<file path="src/hw/rtl/crc15pec_pkg.sv">
// Shared types, constants and the CRC-15 table function for the PEC appender.
package crc15pec_pkg;

  localparam logic [15:0] PEC_POLY       = 16'h4599;
  localparam logic [15:0] PEC_SEED_RESET = 16'h0010;

  // One queued byte with its end-of-message flag and, on the last byte, the code.
  typedef struct packed {
    logic [15:0] code;
    logic        eom;
    logic [7:0]  data;
  } entry_t;

  // Which beat of the current queue entry the back end emits next.
  typedef enum logic [1:0] {
    BEAT_DATA = 2'd0,
    BEAT_HI   = 2'd1,
    BEAT_LO   = 2'd2
  } beat_e;

  // CRC-15 table entry in 16-bit form (index 1 gives 16'hc599).
  function automatic logic [15:0] table_entry(input logic [7:0] idx);
    logic [15:0] r;
    r = {1'b0, idx, 7'b0};
    for (int b = 0; b < 8; b++) begin
      if (r[14]) begin
        r = {r[14:0], 1'b0} ^ PEC_POLY;
      end else begin
        r = {r[14:0], 1'b0};
      end
    end
    return r;
  endfunction

endpackage

</file>
<file path="src/hw/rtl/crc15pec_front.sv">
// Front end: accepts message bytes, updates the remainder, queues bytes and codes.
module crc15pec_front (
  input  logic                  clk_i,
  input  logic                  rst_ni,
  input  logic                  cfg_valid_i,
  input  logic [15:0]           cfg_data_i,
  input  logic                  in_valid_i,
  input  logic [7:0]            in_data_i,
  input  logic                  in_eom_i,
  input  logic                  q_full_i,
  output logic                  in_ready_o,
  output logic                  push_o,
  output crc15pec_pkg::entry_t  push_entry_o
);

  logic [15:0] seed_q, seed_d;
  logic [15:0] rem_q, rem_d;
  logic [7:0]  idx;
  logic [15:0] rem_next;
  logic        accept;

  assign in_ready_o = ~q_full_i;
  assign accept     = in_valid_i & ~q_full_i;

  assign idx      = rem_q[14:7] ^ in_data_i;
  assign rem_next = {rem_q[7:0], 8'h00} ^ crc15pec_pkg::table_entry(idx);

  always_comb begin
    seed_d = seed_q;
    rem_d  = rem_q;
    if (cfg_valid_i) begin
      seed_d = cfg_data_i;
      rem_d  = cfg_data_i;
    end else if (accept) begin
      rem_d = in_eom_i ? seed_q : rem_next;
    end
  end

  always_ff @(posedge clk_i or negedge rst_ni) begin
    if (!rst_ni) begin
      seed_q <= crc15pec_pkg::PEC_SEED_RESET;
      rem_q  <= crc15pec_pkg::PEC_SEED_RESET;
    end else begin
      seed_q <= seed_d;
      rem_q  <= rem_d;
    end
  end

  assign push_o            = accept;
  assign push_entry_o.data = in_data_i;
  assign push_entry_o.eom  = in_eom_i;
  assign push_entry_o.code = {rem_next[14:0], 1'b0};

  // after the last byte of a message the remainder restarts from the seed
  a_reload_seed: assert property (@(posedge clk_i) disable iff (!rst_ni)
    accept && in_eom_i && !cfg_valid_i |=> rem_q == $past(seed_q))
    else $error("remainder not reloaded after end of message");

endmodule

</file>
<file path="src/hw/rtl/crc15pec_fifo.sv">
// Small register queue between the front and back ends.
module crc15pec_fifo #(
  parameter int WIDTH = 25,
  parameter int DEPTH = 4
) (
  input  logic             clk_i,
  input  logic             rst_ni,
  input  logic             push_i,
  input  logic [WIDTH-1:0] push_data_i,
  input  logic             pop_i,
  output logic [WIDTH-1:0] head_o,
  output logic             empty_o,
  output logic             full_o
);

  localparam int PW = (DEPTH > 1) ? $clog2(DEPTH) : 1;
  localparam int CW = $clog2(DEPTH + 1);
  localparam logic [PW-1:0] LAST_PTR = PW'(DEPTH - 1);
  localparam logic [CW-1:0] FULL_CNT = CW'(DEPTH);

  logic [WIDTH-1:0] mem_q [DEPTH];
  logic [PW-1:0]    wr_ptr_q, wr_ptr_d;
  logic [PW-1:0]    rd_ptr_q, rd_ptr_d;
  logic [CW-1:0]    count_q, count_d;
  logic             do_push, do_pop;

  assign empty_o = (count_q == '0);
  assign full_o  = (count_q == FULL_CNT);
  assign head_o  = mem_q[rd_ptr_q];
  assign do_push = push_i & ~full_o;
  assign do_pop  = pop_i & ~empty_o;

  always_comb begin
    wr_ptr_d = wr_ptr_q;
    rd_ptr_d = rd_ptr_q;
    count_d  = count_q;
    if (do_push) begin
      wr_ptr_d = (wr_ptr_q == LAST_PTR) ? '0 : wr_ptr_q + PW'(1);
    end
    if (do_pop) begin
      rd_ptr_d = (rd_ptr_q == LAST_PTR) ? '0 : rd_ptr_q + PW'(1);
    end
    if (do_push && !do_pop) begin
      count_d = count_q + CW'(1);
    end else if (do_pop && !do_push) begin
      count_d = count_q - CW'(1);
    end
  end

  always_ff @(posedge clk_i or negedge rst_ni) begin
    if (!rst_ni) begin
      wr_ptr_q <= '0;
      rd_ptr_q <= '0;
      count_q  <= '0;
    end else begin
      wr_ptr_q <= wr_ptr_d;
      rd_ptr_q <= rd_ptr_d;
      count_q  <= count_d;
    end
  end

  always_ff @(posedge clk_i) begin
    if (do_push) begin
      mem_q[wr_ptr_q] <= push_data_i;
    end
  end

  a_count_range: assert property (@(posedge clk_i) disable iff (!rst_ni)
    count_q <= FULL_CNT)
    else $error("queue count out of range");

  a_count_track: assert property (@(posedge clk_i) disable iff (!rst_ni)
    do_push && !do_pop |=> count_q == $past(count_q) + CW'(1))
    else $error("queue count did not follow a push");

endmodule

</file>
<file path="src/hw/rtl/crc15pec_back.sv">
// Back end: turns queue entries into output beats (data byte, then code bytes).
module crc15pec_back (
  input  logic                  clk_i,
  input  logic                  rst_ni,
  input  logic                  q_empty_i,
  input  crc15pec_pkg::entry_t  head_i,
  output logic                  pop_o,
  input  logic                  m_axis_tready,
  output logic                  m_axis_tvalid,
  output logic [7:0]            m_axis_tdata,
  output logic                  m_axis_tuser,
  output logic                  m_axis_tlast
);

  crc15pec_pkg::beat_e beat_q, beat_d;
  logic       valid_q, valid_d;
  logic [7:0] data_q;
  logic       code_q, last_q;
  logic       load;
  logic [7:0] beat_byte;
  logic       beat_code, beat_last;

  assign load = ~q_empty_i & (~valid_q | m_axis_tready);

  // next beat
  always_comb begin
    beat_d = beat_q;
    if (load) begin
      case (beat_q)
        crc15pec_pkg::BEAT_DATA: begin
          beat_d = head_i.eom ? crc15pec_pkg::BEAT_HI : crc15pec_pkg::BEAT_DATA;
        end
        crc15pec_pkg::BEAT_HI: begin
          beat_d = crc15pec_pkg::BEAT_LO;
        end
        crc15pec_pkg::BEAT_LO: begin
          beat_d = crc15pec_pkg::BEAT_DATA;
        end
        default: begin
          beat_d = crc15pec_pkg::BEAT_DATA;
        end
      endcase
    end
  end

  // beat contents and queue pop
  always_comb begin
    beat_byte = head_i.data;
    beat_code = 1'b0;
    beat_last = 1'b1;
    pop_o     = 1'b0;
    case (beat_q)
      crc15pec_pkg::BEAT_DATA: begin
        beat_byte = head_i.data;
        beat_code = 1'b0;
        beat_last = ~head_i.eom;
        pop_o     = load & ~head_i.eom;
      end
      crc15pec_pkg::BEAT_HI: begin
        beat_byte = head_i.code[15:8];
        beat_code = 1'b1;
        beat_last = 1'b0;
      end
      crc15pec_pkg::BEAT_LO: begin
        beat_byte = head_i.code[7:0];
        beat_code = 1'b1;
        beat_last = 1'b1;
        pop_o     = load;
      end
      default: begin
        beat_byte = head_i.data;
      end
    endcase
  end

  always_comb begin
    valid_d = valid_q;
    if (load) begin
      valid_d = 1'b1;
    end else if (m_axis_tready) begin
      valid_d = 1'b0;
    end
  end

  always_ff @(posedge clk_i or negedge rst_ni) begin
    if (!rst_ni) begin
      beat_q  <= crc15pec_pkg::BEAT_DATA;
      valid_q <= 1'b0;
    end else begin
      beat_q  <= beat_d;
      valid_q <= valid_d;
    end
  end

  always_ff @(posedge clk_i) begin
    if (load) begin
      data_q <= beat_byte;
      code_q <= beat_code;
      last_q <= beat_last;
    end
  end

  assign m_axis_tvalid = valid_q;
  assign m_axis_tdata  = data_q;
  assign m_axis_tuser  = code_q;
  assign m_axis_tlast  = last_q;

  // mid-entry the data beat has already been loaded into the output register
  a_mid_entry_valid: assert property (@(posedge clk_i) disable iff (!rst_ni)
    beat_q != crc15pec_pkg::BEAT_DATA |-> valid_q)
    else $error("code beat pending without a loaded output");

  // the entry is held in the queue until its low code byte is sent
  a_hold_entry: assert property (@(posedge clk_i) disable iff (!rst_ni)
    beat_q != crc15pec_pkg::BEAT_DATA |-> !q_empty_i)
    else $error("queue drained while code beats pending");

endmodule

</file>
<file path="src/hw/rtl/crc15_pec_appender.sv">
// Top level of the CRC-15 PEC appender: front end, queue and back end.
//
//  channel  | direction | handshake            | payload
//  ---------+-----------+----------------------+-----------------------------------
//  s_axis   | in        | tvalid / tready      | tdata = data_byte, tlast = end_of_message
//  m_axis   | out       | tvalid / tready      | tdata = out_byte, tuser = is_code,
//           |           |                      | tlast = last_of_run
//  cfg      | in        | cfg_valid_i/_ready_o | cfg_data_i = pec_seed
//
// One input byte is taken per cycle while the queue has room; the remainder
// update (table lookup and XOR) finishes in that cycle. The output register sends
// one beat per cycle while m_axis_tready is high: one beat per byte, three for a
// message's last byte, so the output side sets the sustained rate. Reset loads the
// seed 16'h0010 and empties the queue; a seed write also restarts the remainder.
// Either side may stall independently; the queue holds FIFO_DEPTH entries.
module crc15_pec_appender #(
  parameter int FIFO_DEPTH = 4
) (
  input  logic        clk_i,
  input  logic        rst_ni,
  input  logic        cfg_valid_i,
  output logic        cfg_ready_o,
  input  logic [15:0] cfg_data_i,      // [15:0] pec_seed
  input  logic        s_axis_tvalid,
  output logic        s_axis_tready,
  input  logic [7:0]  s_axis_tdata,    // [7:0] data_byte
  input  logic        s_axis_tlast,
  output logic        m_axis_tvalid,
  input  logic        m_axis_tready,
  output logic [7:0]  m_axis_tdata,    // [7:0] out_byte
  output logic        m_axis_tuser,    // [0] is_code
  output logic        m_axis_tlast
);

  localparam int EW = $bits(crc15pec_pkg::entry_t);

  logic                 q_full, q_empty, push, pop;
  crc15pec_pkg::entry_t push_entry, head;
  logic [EW-1:0]        head_bits;

  assign cfg_ready_o = 1'b1;

  crc15pec_front u_front (
    .clk_i        (clk_i),
    .rst_ni       (rst_ni),
    .cfg_valid_i  (cfg_valid_i),
    .cfg_data_i   (cfg_data_i),
    .in_valid_i   (s_axis_tvalid),
    .in_data_i    (s_axis_tdata),
    .in_eom_i     (s_axis_tlast),
    .q_full_i     (q_full),
    .in_ready_o   (s_axis_tready),
    .push_o       (push),
    .push_entry_o (push_entry)
  );

  crc15pec_fifo #(
    .WIDTH (EW),
    .DEPTH (FIFO_DEPTH)
  ) u_fifo (
    .clk_i       (clk_i),
    .rst_ni      (rst_ni),
    .push_i      (push),
    .push_data_i (push_entry),
    .pop_i       (pop),
    .head_o      (head_bits),
    .empty_o     (q_empty),
    .full_o      (q_full)
  );

  assign head = crc15pec_pkg::entry_t'(head_bits);

  crc15pec_back u_back (
    .clk_i         (clk_i),
    .rst_ni        (rst_ni),
    .q_empty_i     (q_empty),
    .head_i        (head),
    .pop_o         (pop),
    .m_axis_tready (m_axis_tready),
    .m_axis_tvalid (m_axis_tvalid),
    .m_axis_tdata  (m_axis_tdata),
    .m_axis_tuser  (m_axis_tuser),
    .m_axis_tlast  (m_axis_tlast)
  );

endmodule

</file>
<file path="config.mk">
export PLATFORM = sky130hd
export DESIGN_NAME = crc15_pec_appender
export DESIGN_NICKNAME = d
export VERILOG_FILES = /design/src/hw/rtl/crc15pec_pkg.sv /design/src/hw/rtl/crc15pec_front.sv /design/src/hw/rtl/crc15pec_fifo.sv /design/src/hw/rtl/crc15pec_back.sv /design/src/hw/rtl/crc15_pec_appender.sv
export SDC_FILE = /design/constraint.sdc
export NUM_CORES = 1
export LEC_CHECK = 0
export BUFFER_PORTS_ARGS = -buffer_cell sky130_fd_sc_hd__buf_2
export CORE_MARGIN = 3
export CORE_UTILIZATION = 55
export DETAILED_ROUTE_END_ITERATION = 12
export MAX_ROUTING_LAYER = met4
export PLACE_DENSITY = 0.74
export SETUP_SLACK_MARGIN = 0.1
export SYNTH_ARGS = -nofsm -noshare
export SYNTH_HDL_FRONTEND = slang
export SYNTH_SLANG_ARGS = --single-unit
</file>
<file path="constraint.sdc">
create_clock -name clk_i -period 4.9 [get_ports clk_i]
set_input_delay 0.49 -clock clk_i [delete_from_list [all_inputs] [get_ports clk_i]]
set_output_delay 0.49 -clock clk_i [all_outputs]
set_load 0.03 [all_outputs]
</file>
==> Word level (Yosys, flattened, before mapping) <==
Memory sizes are Yosys's and may differ from the RTL's.
Cells that the tools add are included.
{ "classes": {"n_eq_ne": 5, "n_reduce_logical": 10, "bitwise_logic": 20, "add_sub_neg": 4, "muxes": 25} }
{ "ops": {"columns": ["op", "count"], "rows": [
  ["$mux W15", 11],
  ["$not A7 Y7", 8],
  ["$pmux W8 S2", 1],
  ["$xor A15 B15 Y15", 1],
  ["$xor A8 B8 Y8", 1],
  ["$eq A2 B2 Y1 const B", 3],
  ["$mux W1", 6],
  ["$mux W3", 2],
  ["$reduce_bool A2 Y1", 3],
  ["$and A1 B1 Y1", 5],
  ["$add A2 B1 Y2 const B", 2],
  ["$mux W2", 2],
  ["$not A1 Y1", 4],
  ["$pmux W1 S2", 2],
  ["$pmux W2 S2", 1],
  ["$add A3 B1 Y3 const B", 1],
  ["$eq A3 B3 Y1 const B", 1],
  ["$logic_not A3 Y1", 1],
  ["$sub A3 B1 Y3 const B", 1],
  ["$eq A2 B1 Y1 const B", 1],
  ["$logic_and A1 B1 Y1", 2],
  ["$logic_not A1 Y1", 2],
  ["$logic_not A2 Y1", 1],
  ["$reduce_or A2 Y1", 1],
  ["$or A1 B1 Y1", 1]
]} }
{ "totals": {"mem_bits_rw": 96, "mem_count": 1, "in_bits": 30, "regBits": 50, "out_inout_bits": 13, "word_cells": 75} }
{ "mem_list": {"columns": ["name", "words", "width", "rd", "rd_clocked_by_memory_dff", "write_ports", "line", "source"], "rows": [
  ["u_fifo.mem_q", 4, 24, 1, 0, 1, "crc15pec_fifo.sv:21", "logic [WIDTH-1:0] mem_q [DEPTH];"]
]} }

==> Longest topological paths before layout <==
{ "logic_depth": {"ltp_word": 21, "mapped_depth": 11, "ltp_nobuf": 11} }

==> By module <==
Synthesis repeated with hierarchy kept, for this count alone.
{ "hier_totals": {"cells_unflattened": 414, "area_unflattened_um2": 6756.5} }
{ "by_module_without_submodules": {"columns": ["mod", "area_per_inst_um2", "seq_area_each_um2", "instances", "cells_each"], "rows": [
  ["crc15pec_fifo", 4052.6, 3178.0, 1, 168],
  ["crc15pec_front", 2025.7, 753.2, 1, 187],
  ["crc15pec_back", 666.9, 375.4, 1, 57],
  ["crc15_pec_appender", 11.3, 0.0, 1, 2]
]} }

==> Worst setup path before layout <==
OpenSTA, ideal clock, no wires.
{ "synth_path": {"kind": "register to register", "start": "reg u_back.valid_q (netlist: u_back.m_axis_tvalid)", "end": "reg u_fifo.count_q[1]", "t_required_ps": 4775, "stages_incl_launch_ff": 7, "setup_slack_ps": 2163, "t_arrival_ps": 2612, "n_path_buf": 0, "period_less_slack_ps": 2737, "setup_ps": 125, "path_cell_list": "dfrtp_1 > a21oi_1 > o21ai_0 > ha_1 > inv_1 > fa_1 > mux2_2"} }
{ "synth_via": {"elab_chain_cells": 9, "elab_cells_between_ends": 11, "classes_between": "mux (2); bitwise (5); reduce/logical (4)"} }
{ "synth_rtl": {"columns": ["item", "line", "source"], "rows": [
  ["start: declaration", "crc15pec_back.sv:16", "logic valid_q, valid_d;"],
  ["start signal: assignment", "crc15pec_back.sv:91", "valid_q <= valid_d;"],
  ["$not A1 Y1 *", "crc15pec_back.sv:23", "assign load = ~q_empty_i & (~valid_q | m_axis_tready);"],
  ["$or A1 B1 Y1 *", "crc15pec_back.sv:23", null],
  ["$and A1 B1 Y1 *", "crc15pec_back.sv:23", null],
  ["via u_back.load", "crc15pec_back.sv:19", "logic load;"],
  ["$and A1 B1 Y1", "crc15pec_back.sv:57", "pop_o = load & ~head_i.eom;"],
  ["$pmux W1 S2 *", "crc15pec_back.sv:52", "case (beat_q)"],
  ["$and A1 B1 Y1 *", "crc15pec_fifo.sv:31", "assign do_pop = pop_i & ~empty_o;"],
  ["$logic_not A1 Y1 *", "crc15pec_fifo.sv:43", "if (do_push && !do_pop) begin"],
  ["$logic_and A1 B1 Y1 *", "crc15pec_fifo.sv:43", null],
  ["$mux W3 *", "crc15pec_fifo.sv:43", null],
  ["via u_fifo.count_d[1]", "crc15pec_fifo.sv:24", "logic [CW-1:0] count_q, count_d;"],
  ["end signal: assignment", "crc15pec_fifo.sv:58", "count_q <= count_d;"],
  ["end: declaration", "crc15pec_fifo.sv:24", null]
]} }
Mark *: on every way through the listed nets, which the timed path passes. The rest lies on a longest branch.
A chain may end at the register's enable or synchronous reset.

==> Final worst setup path <==
{ "layout_path": {"start": "reg u_fifo.count_q[0]", "end": "reg u_fifo.count_q[1]"} }
{ "layout_via": {"elab_chain_cells": 9, "elab_cells_between_ends": 19, "classes_between": "add/sub (2); eq/ne (1); mux (3); bitwise (7); reduce/logical (6)"} }
{ "layout_rtl": {"columns": ["item", "line", "source"], "rows": [
  ["$logic_not A3 Y1", "crc15pec_fifo.sv:27", "assign empty_o = (count_q == '0);"],
  ["$not A1 Y1", "crc15pec_fifo.sv:31, crc15pec_back.sv:23", null],
  ["$and A1 B1 Y1", "crc15pec_back.sv:23", null],
  ["$and A1 B1 Y1", "crc15pec_back.sv:57", null],
  ["$pmux W1 S2", "crc15pec_back.sv:52", null],
  ["$and A1 B1 Y1", "crc15pec_fifo.sv:31", null],
  ["$logic_not A1 Y1", "crc15pec_fifo.sv:43", null],
  ["$logic_and A1 B1 Y1", "crc15pec_fifo.sv:43", null],
  ["$mux W3 *", "crc15pec_fifo.sv:43", null],
  ["via u_fifo.count_d[1]", "crc15pec_fifo.sv:24", null]
]} }
Mark *: on every way through the listed nets, which the timed path passes. The rest lies on a longest branch. The select of a mux whose other input is x is not followed.

==> out/metrics.yaml <==
cts_max_level: 4
clockRootBuffer: "clkbuf_16"
busiest_layer: "met2"
internal-power_mw: 3.754
switching_share_pct: 34.05
postSynth.asyncResetShare_pct: 27.40
io_buffers: 40
gp_congestion: 0.8795
gr-usage-met1_pct: 29.43
diodes: 0
setup_violations: 0
power.density_nw_per_um2: 783.5
max_slew.worst_pin.slew_ns: 0.9411
clock_latency_ns: 0.42
antenna_found_initial: 0
p_comb_share_pct: 36.8
hold_path_class: "in2async"
grt_first_pass_wirelength_mm: 20.39
p_clk_share_pct: 24.1
final_hold_viol_count: 0
routed_wl_mm: 12.53
power_mw: 5.692
netlist-cell-type-count: 41
cp-end-kind: "register"
syn_nets: 448
timing.final.crit_share_pct: 64.14
ys_warn_count: 0
peakVddDrop_uv: 399.7
cts_resized: 0
status: "finished clean"
io_pins: 43
num_rows: 38
grt_pass1_vias: 3720
grt_util_all_layers_pct: 22.23
tns_ns: 0
holdBufCountCts: 0
area_growth_pct: 15.31
layout_commonest_cell: "edfxtp_1"
cp.required_ns: 5.20
vias: 3487
rrSetupSlack_ns: 1.76
seqCellArea_um2: 4187
dp_hpwl_mm: 7.685
cts_made_buffers: 17
multiInputGateArea_um2: 1942
met2_usage_pct: 34.32
die-width_um: 113.0
rsz0062_at_grt: "false"
die_h_um: 113.0
netlist_instances: 408
switching_power_mw: 1.938
cts_sinks: 146
dr.first_iter.drc_count: 284
initial_core_util_pct: 57.12
grt_max_degree: 48
reg2reg_from: "u_fifo.count_q[0]$_DFFE_PN0P_"
finalMaxSlewViolations: 0
share_seq_of_total_power_pct: 39.1
ys_seq_elements: 146
min_period_ns: 3.143
synth-main-ff-cell: "edfxtp_1"
drive_gt1_share_pct: 25.32
fin_skew_ns: 0.006708
nNetsFinal: 493
die_area_um2: 12780
r2r.worst_path.cells: 8
cap_viol_max_count: 0
post_drt_wl_per_cell_um: 20.67
clk_path_buf_depth: 2
synth-edff-count: 106
clock.fmax_mhz: 318.2
cts_setup_buffers: 0
start_kind: "register"
power_leakage_nw: 2.730
via_per_inst: 5.754
drtPass1Iterations: 5
reg2reg_to: "u_fifo.count_q[1]$_DFFE_PN0P_"
fillers: 763
arrival_ns: 3.44
synth_area_per_cell_um2: 15.44
yosysSeqAreaShare_pct: 66.44
drc: 0
crit_type: "reg2reg"
cts_tree: "done"
core_area_um2: 11030
mostFrequentLayoutCells: "edfxtp_1 (106), buf_2 (40), dfrtp_1 (38)"
crit_fanout: 23
max-slew-margin-rel_pct: 37.26
grt_overflow: 0
final_antenna_net_count: 0
clkTransAtPathRegs_ns: 0.06
syn_area_um2: 6301
use_met3_pct: 4.385
-- through the flow --
stage / instances / worst slack (ns) / area (um2) / hold slack (ns) / util [%]
detailed placement: 574 / 1.721 / 6643 / 0.4950 / 60.22
floorplan: 408 / 2.163 / 6301 / 0.1944 / -
global route: 606 / 1.406 / 7266 / 0.2709 / 65.87
global placement: 574 / 1.849 / 6643 / 0.4800 / 60.22
CTS: 606 / 1.675 / 7266 / 0.2341 / 65.87
finish: 606 / 1.757 / 7266 / 0.2222 / 65.87
-- state kept, by name, indices dropped and copies added (netlist names) --
register,cells
u_fifo.mem_q,96
u_front.rem_q,15
u_front.seed_q,15
u_back.m_axis_tdata,8
u_fifo.count_q,3
u_back.beat_q,2
u_fifo.rd_ptr_q,2
u_fifo.wr_ptr_q,2
u_back.m_axis_tlast,1
u_back.m_axis_tuser,1
u_back.m_axis_tvalid,1
-- final cells by class --
class,count,share of cell area [%]
clock inverters,13,2.618
flip-flops and latches,146,57.62
multi-input cells,218,26.73
repair buffers,47,3.479
well taps,140,2.411
clock buffers,19,5.958
inverters,23,1.188
-- layer usage --
metal | vias up | part of all wire, %
li1 | 1590 | -
met1 | 1750 | 44
met2 | 125 | 49
met3 | 22 | 5.5
met4 | 0 | 1.7
met5 | - | 0
-- power groups by stage --
stage          registers (mW)  clock network [mW]  logic (mW)
2_1_floorplan            2.30                   0        1.40
3_3_place_gp             2.21                   0        2.00
3_5_place_dp             2.24                   0        2.08
4_1_cts                  2.23                1.39        2.10
5_1_grt                  2.26                1.45        2.28
6_report                 2.22                1.37        2.10
-- worst max-delay path by stage --
stage | from | end | depth (start not counted)
after floorplan | u_back.m_axis_tvalid$_DFFE_PN0P_ | u_fifo.count_q[1]$_DFFE_PN0P_ | 6
after global placement | u_fifo.count_q[0]$_DFFE_PN0P_ | u_fifo.count_q[1]$_DFFE_PN0P_ | 8
after detailed placement | u_fifo.count_q[0]$_DFFE_PN0P_ | u_fifo.count_q[1]$_DFFE_PN0P_ | 8
after CTS | u_fifo.count_q[0]$_DFFE_PN0P_ | u_fifo.count_q[1]$_DFFE_PN0P_ | 8
after global routing | u_fifo.count_q[0]$_DFFE_PN0P_ | u_fifo.count_q[1]$_DFFE_PN0P_ | 8
final | u_fifo.count_q[0]$_DFFE_PN0P_ | u_fifo.count_q[1]$_DFFE_PN0P_ | 8
-- cells by family after synthesis --
group	after synthesis	share of synthesized area, %
fa+ha+maj	10	2.105
mux	38	11.00
buf+inv	44	2.740
xor+xnor	44	7.287
simple gates	59	4.051
other cells	1	0.05951
flops	146	66.44
compound gates	66	6.315
-- critical path, stage by stage, from the launching register on --
cell,delay [ns]
dfrtp_1,0.44
nor2_1,0.12
nand2_1,0.08
nand2_1,0.55
clkinv_1,0.66
ha_1,0.42
inv_1,0.08
fa_1,0.41
mux2_2,0.26
-- synth_stat cells (all sizes together) (5+ instances only) --
master / n / area share, %
buf: 8 / 0.60
mux2: 10 / 1.8
clkbuf: 13 / 0.77
inv: 22 / 1.3
nor2: 21 / 1.3
and2: 5 / 0.50
ha: 9 / 1.8
dfrtp: 38 / 15
nand2: 20 / 1.2
o21ai: 23 / 1.8
edfxtp: 106 / 51
xnor2: 27 / 4.0
nor3: 8 / 0.64
a22oi: 8 / 0.95
a21oi: 18 / 1.4
xor2: 15 / 2.6
mux4: 24 / 8.6
Power figures use the tool's default switching activity.
